File: config.mk
export PLATFORM = sky130hd
export DESIGN_NAME = ptx_queue
export DESIGN_NICKNAME = d
export VERILOG_FILES = /design/src/rtl/ptx_pkg.sv /design/src/rtl/ptx_queue.sv
export SDC_FILE = /design/constraint.sdc
export NUM_CORES = 1
export LEC_CHECK = 0
export ABC_AREA = 1
export BUFFER_PORTS_ARGS = -buffer_cell sky130_fd_sc_hd__buf_2
export CAP_MARGIN = 20
export CORE_MARGIN = 5
export CORE_UTILIZATION = 45
export DETAILED_ROUTE_END_ITERATION = 12
export MAX_ROUTING_LAYER = met4
export PLACE_DENSITY = 0.72
export SLEW_MARGIN = 10
export SYNTH_ARGS = -nofsm -noshare
export SYNTH_HDL_FRONTEND = slang
export SYNTH_SLANG_ARGS = --single-unit
File: constraint.sdc
create_clock -name clk -period 2.25 [get_ports clk]
set_input_delay 0.45 -clock clk [delete_from_list [all_inputs] [get_ports clk]]
set_output_delay 0.45 -clock clk [all_outputs]
set_load 0.01 [all_outputs]
File: src/rtl/ptx_pkg.sv
// Shared types and constants for the timer-to-microseconds converter.
package ptx_pkg;

    // Running tick total and result widths.
    localparam int TOTAL_BITS = 64;
    localparam int US_BITS    = 63;
    localparam int HALF_BITS  = 32;

    // 1000000 / 3579545 reduces by their common factor 5 to 200000 / 715909.
    // With MAGIC = ceil(2^84 * 200000 / 715909), total * MAGIC overshoots
    // total * 200000 / 715909 * 2^84 by less than total, which is below
    // 2^84 / 715909, so floor(total * MAGIC / 2^84) is the exact quotient
    // for every 64-bit total.
    localparam int              MAGIC_SHIFT = 84;
    localparam int              MAGIC_BITS  = 83;
    localparam logic [127:0]    MAGIC_WIDE  =
        ((128'd1 << MAGIC_SHIFT) * 128'd200000 + 128'd715908) / 128'd715909;
    localparam logic [MAGIC_BITS-1:0] MAGIC = MAGIC_WIDE[MAGIC_BITS-1:0];

    // Width of the top limb of MAGIC above its two 32-bit limbs.
    localparam int MAGIC_TOP_BITS = MAGIC_BITS - 2 * HALF_BITS;

    // Partial sums of weight 2^0 and weight 2^64.
    localparam int LOW_SUM_BITS  = 3 * HALF_BITS + 1;
    localparam int HIGH_SUM_BITS = MAGIC_BITS + 1;

    // Decoupling queue between front and back.
    localparam int QUEUE_DEPTH = 4;
    localparam int QPTR_BITS   = 2;
    localparam int QCNT_BITS   = 3;

    typedef struct packed {
        logic [TOTAL_BITS-1:0] total;
        logic                  ok;
    } ptx_entry_t;

    typedef struct packed {
        logic full;
        logic empty;
    } ptx_q_status_t;

endpackage

File: src/rtl/ptx_queue.sv
// Short first-word-fall-through queue between the front and back ends.
module ptx_queue (
    input  logic                   clk,
    input  logic                   rst_n,
    input  logic                   push,
    input  ptx_pkg::ptx_entry_t    wdata,
    input  logic                   pop,
    output ptx_pkg::ptx_entry_t    rdata,
    output ptx_pkg::ptx_q_status_t status
);

    ptx_pkg::ptx_entry_t              entry_reg [0:ptx_pkg::QUEUE_DEPTH-1];
    logic [ptx_pkg::QPTR_BITS-1:0]    wr_ptr_reg;
    logic [ptx_pkg::QPTR_BITS-1:0]    rd_ptr_reg;
    logic [ptx_pkg::QCNT_BITS-1:0]    count_reg;
    logic [ptx_pkg::QCNT_BITS-1:0]    count_next;

    assign status.full  = (count_reg == ptx_pkg::QCNT_BITS'(ptx_pkg::QUEUE_DEPTH));
    assign status.empty = (count_reg == '0);
    assign rdata        = entry_reg[rd_ptr_reg];

    always_comb
    begin
        count_next = count_reg;
        if (push && !pop)
        begin
            count_next = count_reg + 1'b1;
        end
        else if (pop && !push)
        begin
            count_next = count_reg - 1'b1;
        end
    end

    always_ff @(posedge clk)
    begin
        if (push)
        begin
            entry_reg[wr_ptr_reg] <= wdata;
        end
    end

    always_ff @(posedge clk or negedge rst_n)
    begin
        if (!rst_n)
        begin
            wr_ptr_reg <= '0;
            rd_ptr_reg <= '0;
            count_reg  <= '0;
        end
        else
        begin
            if (push)
            begin
                wr_ptr_reg <= wr_ptr_reg + 1'b1;
            end
            if (pop)
            begin
                rd_ptr_reg <= rd_ptr_reg + 1'b1;
            end
            count_reg <= count_next;
        end
    end

    a_count_bound: assert property (@(posedge clk) disable iff (!rst_n)
        count_reg <= ptx_pkg::QCNT_BITS'(ptx_pkg::QUEUE_DEPTH))
        else $error("queue occupancy exceeds its depth");

    a_no_overflow_underflow: assert property (@(posedge clk) disable iff (!rst_n)
        !(push && status.full && !pop) && !(pop && status.empty))
        else $error("queue written while full or read while empty");

endmodule

==> impl_results.md <==
- Final setup skew: 10.17 ps
- Routed len/inst: 16.63 um
- CTS buffer count: 26
- Antenna-violating nets left: 0
- CP Cell Sequence: buf_12 -> buf_16 -> o211ai_1 -> nand2_1 -> buf_2
- Syn. warnings: 0
- Min setup slack post-route: -58.12 ps
- Critical Path Fanout Max: 21
- Reg2reg start: wr_ptr_reg[0]
- Hold Crit Start: wdata[12]
- Startpoint types: register
- Worst vdd ir: 0.0008658 V
- Critical Path AT: 1860 ps
- Delay-heaviest family, CP: flip-flops
- Required @ worst endpoint: between 1500 and 2000 ps
- Initial antenna violation count: 1
- Largest net degree at the start of global routing: 41
- Mux cell area share after synthesis: 0%
- Failing checks: setup timing
- Vias in the first global route: 6624
- FMAX: 0.4333 GHz
- Syn Std Cell Area: 11270 sq um
- Rows: between 50 and 60
- Final cycle utilization of the critical path: 102.6%
- NumNets Final: approximately 1000
- Sw Share: 34.44%
- Tightest Pin Transition: 479.1 ps
- Metal-1 WL: 9206 um
- Status: complete, but fails checks
- Max_cap viols: 0
- Syn nets: 881
- Sequential power share: between 30 and 40%
- Compound-Gate Fraction of Synth Area: 11.99%
- DR pass1 iterations: 6
- Setup crit end kind: output pin
- Power Density: between 1000 and 1500 nW/um^2
- RSZ-0062 raised after global routing: yes
- Max FFs per register: 260
- Clk network pwr share: approximately 22%
- Filler cells: 2004
- Dpl ws: roughly 470 ps
- Largest stage delay, worst path: 540 ps
- Relative slew slack: between 60% and 70%
- GRT Util Overall: 15.61%
- First-pass GRT wire length: about 35000 um
- Fraction of the mapped netlist area in adder cells: less than 1%
- CTS H-tree lvls: 1
- Post-Synth Simple-Gate Area: 7.340%
- CTS tree: built
- CP max-delay cell: dfrtp_4
- Internal Power: 11620 uW
- Vias/cell: 4.865
- Layout cell share with drive strength beyond 1: 30.67%
- Die area: 28300 sq um
- Final RePlAce weighted congestion: 0.7643
- Buffers on Ports: 135
- Hold Slack: approximately 150 ps
- Number of synthesized flops with an enable pin: 260
- Post-layout min period: 2308 ps
- Leakage: 0.005385 uW
- DIE HEIGHT: between 150 and 200 um
- Met2 wire length: approximately 11000 um
- Top_reg_cell synth: edfxtp_1
- Met3 wire length: 1248 um
- Cell variety after synth: 22
- Final HPWL DP: 12650 um
- Setup violators final: 17
- CTS Root Cell: clkbuf_16
- Area Growth Syn to Fin: 18.27%
- Register area share after synthesis: 70.85%
- Asr flop ratio synth: 2.622%
- Final std cells w/o fill: 1309
- Hold path cells: 1
- Power Total: 17730 uW
- Register Area: 7990 sq um
- Final slew viol count: 0
- Multi-input logic area: ~2300 sq um
- Comb pwr share: between 30 and 40%
- Worst-path clk slew: ~60 ps
- Core area: 24890 sq um
- Setup_tns: -322.0 ps
- Worst Reg-to-Reg Cells: 5
- FF+latch count, synth: 267
- Initial Utilization: a little under half
- Total number of vias: 6368
- First-iteration detailed-routing DRC count: 369
- Post-Syn Instances: 806
- Final hold vios: 0
- CP Launch Point: rd_ptr_reg[0]
- Worst skew pair latency: 510 ps
- NetSw: 6105 uW
- Final wirelength: 21770 um
- Synth Area per Inst: between 10 and 15 sq um
- Cell Count Post-Placement: 1253
- Crit Path Class: reg -> out
- Die width: 168.2 um
- Largest family of logic cells by synthesized area: compound AO/OA/AOI/OAI gates
- DRC Markers: 0
- Levels on crit path: 5
- CTS max path bufs: 3
- Highest metal used: met4
- CTS Sinks: roughly 270
- # IOs: 136
- Bufs and invs on worst path: 3
- HP Class: in -> reg
- Total global routing overflow: 0
- Synth Area in XOR/XNOR: less than 1%
[path summary, 6_finish.rpt]
path	slack (ps)	end
max in group asynchronous	1740	rd_ptr_reg[0]
hold / removal	150	entry_reg[3][12]
min in group asynchronous	310	wr_ptr_reg[0]
hold reg to reg	500	count_reg[2]
setup reg to reg	480	entry_reg[0][23]
setup / recovery	-60	rdata[20]
[cell families after synthesis]
kind of cell,count (synthesis)
buf+inv,186
compound gates,131
xor+xnor,4
flops,267
simple gates,212
fa+ha+maj,6
[cell type report]
class	count	area share [%]
sequential	267	59.96
multi-input combinational	353	17.40
timing repair buffer	171	9.606
clock buffer	35	5.296
inverter	142	4.122
tap	330	3.099
clock inverter	10	0.4977
antenna	1	0.01878
[synth_stat cells (2+ instances only)]
cell type | instances | area [sq um]
o211ai_2 | 74 | 925.9
nand2_2 | 10 | 62.56
inv_1 | 141 | 529.3
buf_12 | 8 | 160.2
clkbuf_1 | 2 | 7.510
buf_8 | 4 | 60.06
nor3_1 | 2 | 10.01
xor2_1 | 3 | 26.28
dfrtp_1 | 7 | 175.2
buf_6 | 10 | 112.6
edfxtp_1 | 260 | 7807
buf_4 | 6 | 45.04
ha_1 | 5 | 62.56
buf_2 | 14 | 70.07
nand2_1 | 198 | 743.2
o211ai_1 | 56 | 420.4
[cells in the final DEF, fill, tap and decap left out, types with 2 or more instances in the layout]
master / Yosys / layout
edfxtp_1: 260 / 260
buf_12: 8 / 12
clkinvlp_4: 0 / 4
o211ai_2: 74 / 74
dfrtp_1: 7 / 5
dfrtp_4: 0 / 2
nor3_1: 2 / 2
clkbuf_16: 0 / 28
ha_1: 5 / 5
clkinv_2: 0 / 3
buf_8: 4 / 2
nand2_2: 10 / 19
o211ai_1: 56 / 56
inv_1: 141 / 137
clkbuf_1: 2 / 8
buf_16: 0 / 4
buf_6: 10 / 9
clkinv_1: 0 / 7
buf_2: 14 / 131
buf_4: 6 / 10
xor2_1: 3 / 3
nand2_1: 198 / 189
[layer usage]
| metal | global-route usage, % | vias up |
|---|---|---|
| li1 | - | 3113 |
| met1 | 19.73 | 3064 |
| met2 | 26.35 | 158 |
| met3 | 2.771 | 33 |
| met4 | 3.952 | 0 |
| met5 | - | - |
[through the flow]
step	util (%)	cell area [sq um]
global placement	49.34	12280
detailed placement	49.34	12280
floorplan	-	11280
global route	53.53	13330
finish	53.53	13330
CTS	53.22	13250
[what timing repair did]
item                                    CTS  global route
hold buffers                              1             0
buffers inserted                          4             1
endpoints found under the setup margin   52            65
endpoints found under the hold margin     7             0
pin swaps                                21            22
gates cloned                              3             1
gates resized for setup                  19            14
[power by group through the flow]
stage	clock, uW	sequential, uW	combinational (uW)
global placement	0	6880	6330
global route	4300	6900	7670
finish	3960	6830	6940
CTS	4080	6830	6910
floorplan	0	6850	4630
detailed placement	0	6920	6440
(Power assumes the default switching activity.)
