`src/rtl/ptx_pkg.sv`:
```
// Shared types and constants for the timer-to-microseconds converter.
package ptx_pkg;

    // Running tick total and result widths.
    localparam int TOTAL_BITS = 64;
    localparam int US_BITS    = 63;
    localparam int HALF_BITS  = 32;

    // 1000000 / 3579545 reduces by their common factor 5 to 200000 / 715909.
    // With MAGIC = ceil(2^84 * 200000 / 715909), total * MAGIC overshoots
    // total * 200000 / 715909 * 2^84 by less than total, which is below
    // 2^84 / 715909, so floor(total * MAGIC / 2^84) is the exact quotient
    // for every 64-bit total.
    localparam int              MAGIC_SHIFT = 84;
    localparam int              MAGIC_BITS  = 83;
    localparam logic [127:0]    MAGIC_WIDE  =
        ((128'd1 << MAGIC_SHIFT) * 128'd200000 + 128'd715908) / 128'd715909;
    localparam logic [MAGIC_BITS-1:0] MAGIC = MAGIC_WIDE[MAGIC_BITS-1:0];

    // Width of the top limb of MAGIC above its two 32-bit limbs.
    localparam int MAGIC_TOP_BITS = MAGIC_BITS - 2 * HALF_BITS;

    // Partial sums of weight 2^0 and weight 2^64.
    localparam int LOW_SUM_BITS  = 3 * HALF_BITS + 1;
    localparam int HIGH_SUM_BITS = MAGIC_BITS + 1;

    // Decoupling queue between front and back.
    localparam int QUEUE_DEPTH = 4;
    localparam int QPTR_BITS   = 2;
    localparam int QCNT_BITS   = 3;

    typedef struct packed {
        logic [TOTAL_BITS-1:0] total;
        logic                  ok;
    } ptx_entry_t;

    typedef struct packed {
        logic full;
        logic empty;
    } ptx_q_status_t;

endpackage

```
`src/rtl/ptx_front.sv`:
```
// Front end: accepts timer samples and extends them into the 64-bit tick total.
module ptx_front #(
    parameter int TIMER_BITS = 24
) (
    input  logic                  clk,
    input  logic                  rst_n,
    input  logic                  push,
    input  logic [TIMER_BITS-1:0] timer_sample,
    input  logic                  sample_ok,
    input  ptx_pkg::ptx_q_status_t q_status,
    output logic                  q_push,
    output ptx_pkg::ptx_entry_t   q_wdata
);

    logic [ptx_pkg::TOTAL_BITS-1:0] tick_total_reg;
    logic [ptx_pkg::TOTAL_BITS-1:0] tick_total_next;
    logic [TIMER_BITS-1:0]          distance;

    // Modular subtraction gives the forward distance, wrap included.
    assign distance = timer_sample - tick_total_reg[TIMER_BITS-1:0];
    assign q_push   = push && !q_status.full;

    always_comb
    begin
        tick_total_next = tick_total_reg;
        if (q_push && sample_ok)
        begin
            tick_total_next = tick_total_reg + ptx_pkg::TOTAL_BITS'(distance);
        end
    end

    assign q_wdata.total = tick_total_next;
    assign q_wdata.ok    = sample_ok;

    always_ff @(posedge clk or negedge rst_n)
    begin
        if (!rst_n)
        begin
            tick_total_reg <= '0;
        end
        else
        begin
            tick_total_reg <= tick_total_next;
        end
    end

    // A good sample leaves its value in the low bits of the total.
    a_low_bits_track: assert property (@(posedge clk) disable iff (!rst_n)
        (q_push && sample_ok) |=>
            (tick_total_reg[TIMER_BITS-1:0] == $past(timer_sample)))
        else $error("tick total low bits do not match the last good sample");

    // A failed read leaves the total untouched.
    a_failed_read_hold: assert property (@(posedge clk) disable iff (!rst_n)
        (q_push && !sample_ok) |=> $stable(tick_total_reg))
        else $error("tick total changed on a failed read");

endmodule

```
`config.mk`:
```
export PLATFORM = sky130hd
export DESIGN_NAME = ptx_front
export DESIGN_NICKNAME = d
export VERILOG_FILES = /design/src/rtl/ptx_pkg.sv /design/src/rtl/ptx_front.sv
export SDC_FILE = /design/constraint.sdc
export NUM_CORES = 1
export LEC_CHECK = 0
export BUFFER_PORTS_ARGS = -buffer_cell sky130_fd_sc_hd__buf_2
export CAP_MARGIN = 20
export CORE_MARGIN = 2
export CORE_UTILIZATION = 61
export DETAILED_ROUTE_END_ITERATION = 16
export PLACE_DENSITY = 0.88
export SLEW_MARGIN = 20
export SYNTH_ARGS = -nofsm -noshare
export SYNTH_HDL_FRONTEND = slang
export SYNTH_SLANG_ARGS = --single-unit
```
`constraint.sdc`:
```
create_clock -name clk -period 6.55 [get_ports clk]
set_input_delay 0.3275 -clock clk [delete_from_list [all_inputs] [get_ports clk]]
set_output_delay 0.3275 -clock clk [all_outputs]
set_load 0.02 [all_outputs]
```
==> summary.md <==
| Metric | Value |
|---|---|
| DRC violation count after routing | `0` |
| R2r setup slk | `1610 ps` |
| Total Wirelength | `12,700 um` |
| Remaining max-slew budget at the tightest pin | `46.6%` |
| Initial antenna violation count | `0` |
| DIE WIDTH | `approximately 96 um` |
| Final non-filler cell total | `789` |
| Antenna diode instance count | `0` |
| First-pass GRT wire length | `20,500 um` |
| H-tree Lvls | `3` |
| Final weighted congestion in routability-driven placement | `0.891` |
| Count of boundary I/O pins | `96` |
| GRT overflow | `0` |
| Fin. Hold Viols | `0` |
| Fraction of the cycle the final worst path needs | `87.4%` |
| Final Worst Setup Slack | `823 ps` |
| Post-detailed-route wirelength per cell | `16.1 um` |
| Minimum setup slack after placement | `1180 ps` |
| Clock root buffer master | `sky130_fd_sc_hd__clkbuf_8` |
| Critical Path Fanout Max | `10` |
| Number of warnings reported in the yosys synthesis log | `0` |
| Area delta synth->final | `15.5%` |
| Number of CTS-inserted buffers | `9` |
| Maximum number of pins on one net before global-route repair | `65` |
| Placed wire-length estimate after detailed placement | `~9400 um` |
| Top library cells by usage in the layout, fill and taps aside | `94 x sky130_fd_sc_hd__buf_2, 66 x sky130_fd_sc_hd__nand2_1, 64 x sky130_fd_sc_hd__dfrtp_1, 59 x sky130_fd_sc_hd__xnor2_1, 47 x sky130_fd_sc_hd__ha_1` |
| Register-to-Register Path Depth | `18` |
| Core outline area | `0.00822 mm2` |
| Clock slew at reported path FFs | `roughly 70 ps` |
| Proportion of synthesized flip-flops having asynchronous set or reset | `between 90% and 100%` |
| Critical setup path kind | `reg -> out` |
| Floorplan die height | `~96 um` |
| Seq. cell area | `0.00160 mm2` |
| RSZ-0062 raised after global routing | `no` |
| Critical path endpoint category | `output port` |
| Worst slew pin tran | `801 ps` |
| Leakage power of the design | `0.00294 uW` |
| Resize count post-CTS | `0` |
| Average size of a mapped cell | `slightly below 9 um2` |
| Multi-input combinational cell area | `0.00339 mm2` |
| Total standard cell area after synthesis | `0.00517 mm2` |
| Maximum resistive drop on vdd | `263 uV` |
| Clock Sink Count | `64` |
| Register bit count reported by yosys | `64` |
| Total global routing track utilization | `between 20 and 30%` |
| Library cells used by synthesis | `62` |
| Pwr dens | `approximately 640 mW/mm2` |
| Placed cell areas | `0.00574 mm2` |
| Skew-Pair Late Insertion Delay | `350 ps` |
| Number of optimization iterations in the first detailed-route pass | `5` |
| Filler instances | `slightly above 600` |
| Via density per instance | `5.93` |
| Most common library cell in the layout ignoring fill and taps | `sky130_fd_sc_hd__buf_2` |
| Flip-flop count of the largest register, all copies and words added | `64` |
| Count of input and output buffers | `94` |
| Maximum buffer depth of the clock tree | `2` |
| Gate count of the mapped netlist | `585` |
| Number of pins exceeding their max-slew limit in the final report | `0` |
| Result of the run | `finished clean` |
| Total setup buffers inserted after CTS | `0` |
| First-iteration detailed-routing DRC count | `around 280` |
| Time the worst path needs with I/O delays and setup | `5730 ps` |
| Post-route clock skew | `9.63 ps` |
| Number of placed instances with taps included | `774` |
| Number of enable-type register cells in the synthesized netlist | `0` |
| Type of element launching the critical path | `register` |
| # nets final | `759` |
| Sequential-to-total area share from yosys stat | `30.9%` |
| Class of the most critical hold timing path | `in -> async` |
| Count of antenna-violating nets left after detailed routing | `0` |
| Total of max-cap violations | `0` |
| Die Footprint | `0.00924 mm2` |
| TritonCTS clock tree | `yes` |
| CP required | `6220 ps` |
| Highest clock frequency the design can meet | `175 MHz` |
| Total nets after synthesis | `664` |
| Arr. time, crit path | `5400 ps` |
| Row count | `33` |
| Share of the core filled with cells in the final layout | `72.8%` |
| # setup viols final | `0` |
| Via count of the routed design | `4,681` |
| R2R Path End | `tick_total_reg[39]` |
| Initial Util | `63.0%` |
| Number of buffers inserted for hold repair after clock tree synthesis | `0` |
| Setup Total Neg Slack | `0 ps` |
| Main synth FF type | `sky130_fd_sc_hd__dfrtp_1` |
| Number of global-route vias before repair | `4,601` |
| Post-route standard cell area excluding fillers | `0.00598 mm2` |
| Worst R2R Start | `tick_total_reg[0]` |
| Share of layout cells above drive strength 1 | `19.4%` |
==> stage by stage <==
stage | hold slack [ps] | total power (uW)
after floorplan | 31.9 | 2750
after global placement | 455 | 3210
after detailed placement | 458 | 3310
after CTS | 181 | 3780
after global routing | 237 | 4100
final | 150 | 3810
==> cell type report <==
class	count	area share, %
Multi-Input combinational cell	475	56.8
Sequential cell	64	26.8
Timing Repair Buffer	97	8.25
Clock buffer	12	2.43
Tap cell	105	2.20
Inverter	33	2.07
Clock inverter	3	1.51
==> power by group <==
part	switching, uW	internal (uW)	total [uW]
logic	1740	1100	2850
clock network	154	262	416
registers	73.0	473	546
total	1970	1840	3810
==> logic make-up after synthesis <==
logic type	after synthesis	share of synthesized area, %
muxes	2	0.411
adders and majority gates	49	12.1
AOI/OAI and AO/OA	140	19.1
buffers and inverters	46	3.48
xor gates and xnor gates	82	13.9
and+or+nand+nor	202	20.0
DFF	64	30.9
==> per-layer routing <==
layer | track usage (%) | vias up | share of wire, %
li1 | - | 2288 | -
met1 | 34.1 | 2219 | 42
met2 | 51.4 | 149 | 50
met3 | 4.39 | 25 | 5.3
met4 | 10.2 | 0 | 2.0
met5 | 0 | - | 0
==> worst max-delay path: stages, from the launching register on <==
cell and delay, ps:
sky130_fd_sc_hd__dfrtp_1 380, sky130_fd_sc_hd__and2b_1 240, sky130_fd_sc_hd__fa_1 330, sky130_fd_sc_hd__nor2b_1 110, sky130_fd_sc_hd__o31a_1 290, sky130_fd_sc_hd__o41a_1 390
sky130_fd_sc_hd__a311o_1 330, sky130_fd_sc_hd__a21oi_2 270, sky130_fd_sc_hd__o21ai_2 130, sky130_fd_sc_hd__a21oi_2 160, sky130_fd_sc_hd__xnor2_1 90, sky130_fd_sc_hd__ha_1 450
sky130_fd_sc_hd__a21o_1 210, sky130_fd_sc_hd__a21o_1 140, sky130_fd_sc_hd__a21o_1 160, sky130_fd_sc_hd__nor2_1 80, sky130_fd_sc_hd__a311oi_4 630, sky130_fd_sc_hd__nand3_1 170
sky130_fd_sc_hd__xnor2_1 270, sky130_fd_sc_hd__buf_2 220
==> cell usage after synthesis (3+ instances only) <==
library cell / n / area [um2]
sky130_fd_sc_hd__a21oi_1: 37 / 185
sky130_fd_sc_hd__clkbuf_1: 11 / 41.3
sky130_fd_sc_hd__a21oi_2: 4 / 35.0
sky130_fd_sc_hd__a21o_1: 17 / 128
sky130_fd_sc_hd__xnor2_1: 59 / 517
sky130_fd_sc_hd__xor2_1: 23 / 201
sky130_fd_sc_hd__a31oi_1: 3 / 18.8
sky130_fd_sc_hd__o31ai_4: 3 / 63.8
sky130_fd_sc_hd__o21ai_1: 4 / 20.0
sky130_fd_sc_hd__a311oi_1: 3 / 26.3
sky130_fd_sc_hd__nor2b_1: 5 / 31.3
sky130_fd_sc_hd__nand4_1: 22 / 138
sky130_fd_sc_hd__o21a_1: 4 / 30.0
sky130_fd_sc_hd__nor3_1: 12 / 60.1
sky130_fd_sc_hd__nor2_1: 22 / 82.6
sky130_fd_sc_hd__dfrtp_1: 64 / 1600
sky130_fd_sc_hd__and3_1: 19 / 119
sky130_fd_sc_hd__ha_1: 47 / 588
sky130_fd_sc_hd__nand3_1: 29 / 145
sky130_fd_sc_hd__nand2_1: 66 / 248
sky130_fd_sc_hd__inv_1: 33 / 124
sky130_fd_sc_hd__o21ai_0: 38 / 190
sky130_fd_sc_hd__and2_1: 7 / 43.8
sky130_fd_sc_hd__and4_1: 5 / 43.8
==> worst max-delay path by stage <==
stage	to	slack (ps)	cells past startpoint	from
after CTS	q_wdata[54]	850	19	tick_total_reg[0]
final	q_wdata[40]	820	19	tick_total_reg[0]
after global routing	q_wdata[54]	520	19	tick_total_reg[0]
after global placement	q_wdata[42]	1330	20	timer_sample[0]
after detailed placement	q_wdata[26]	1180	20	timer_sample[0]
after floorplan	q_wdata[64]	1890	19	timer_sample[0]
Note: power is estimated with default switching activity, not from simulation.
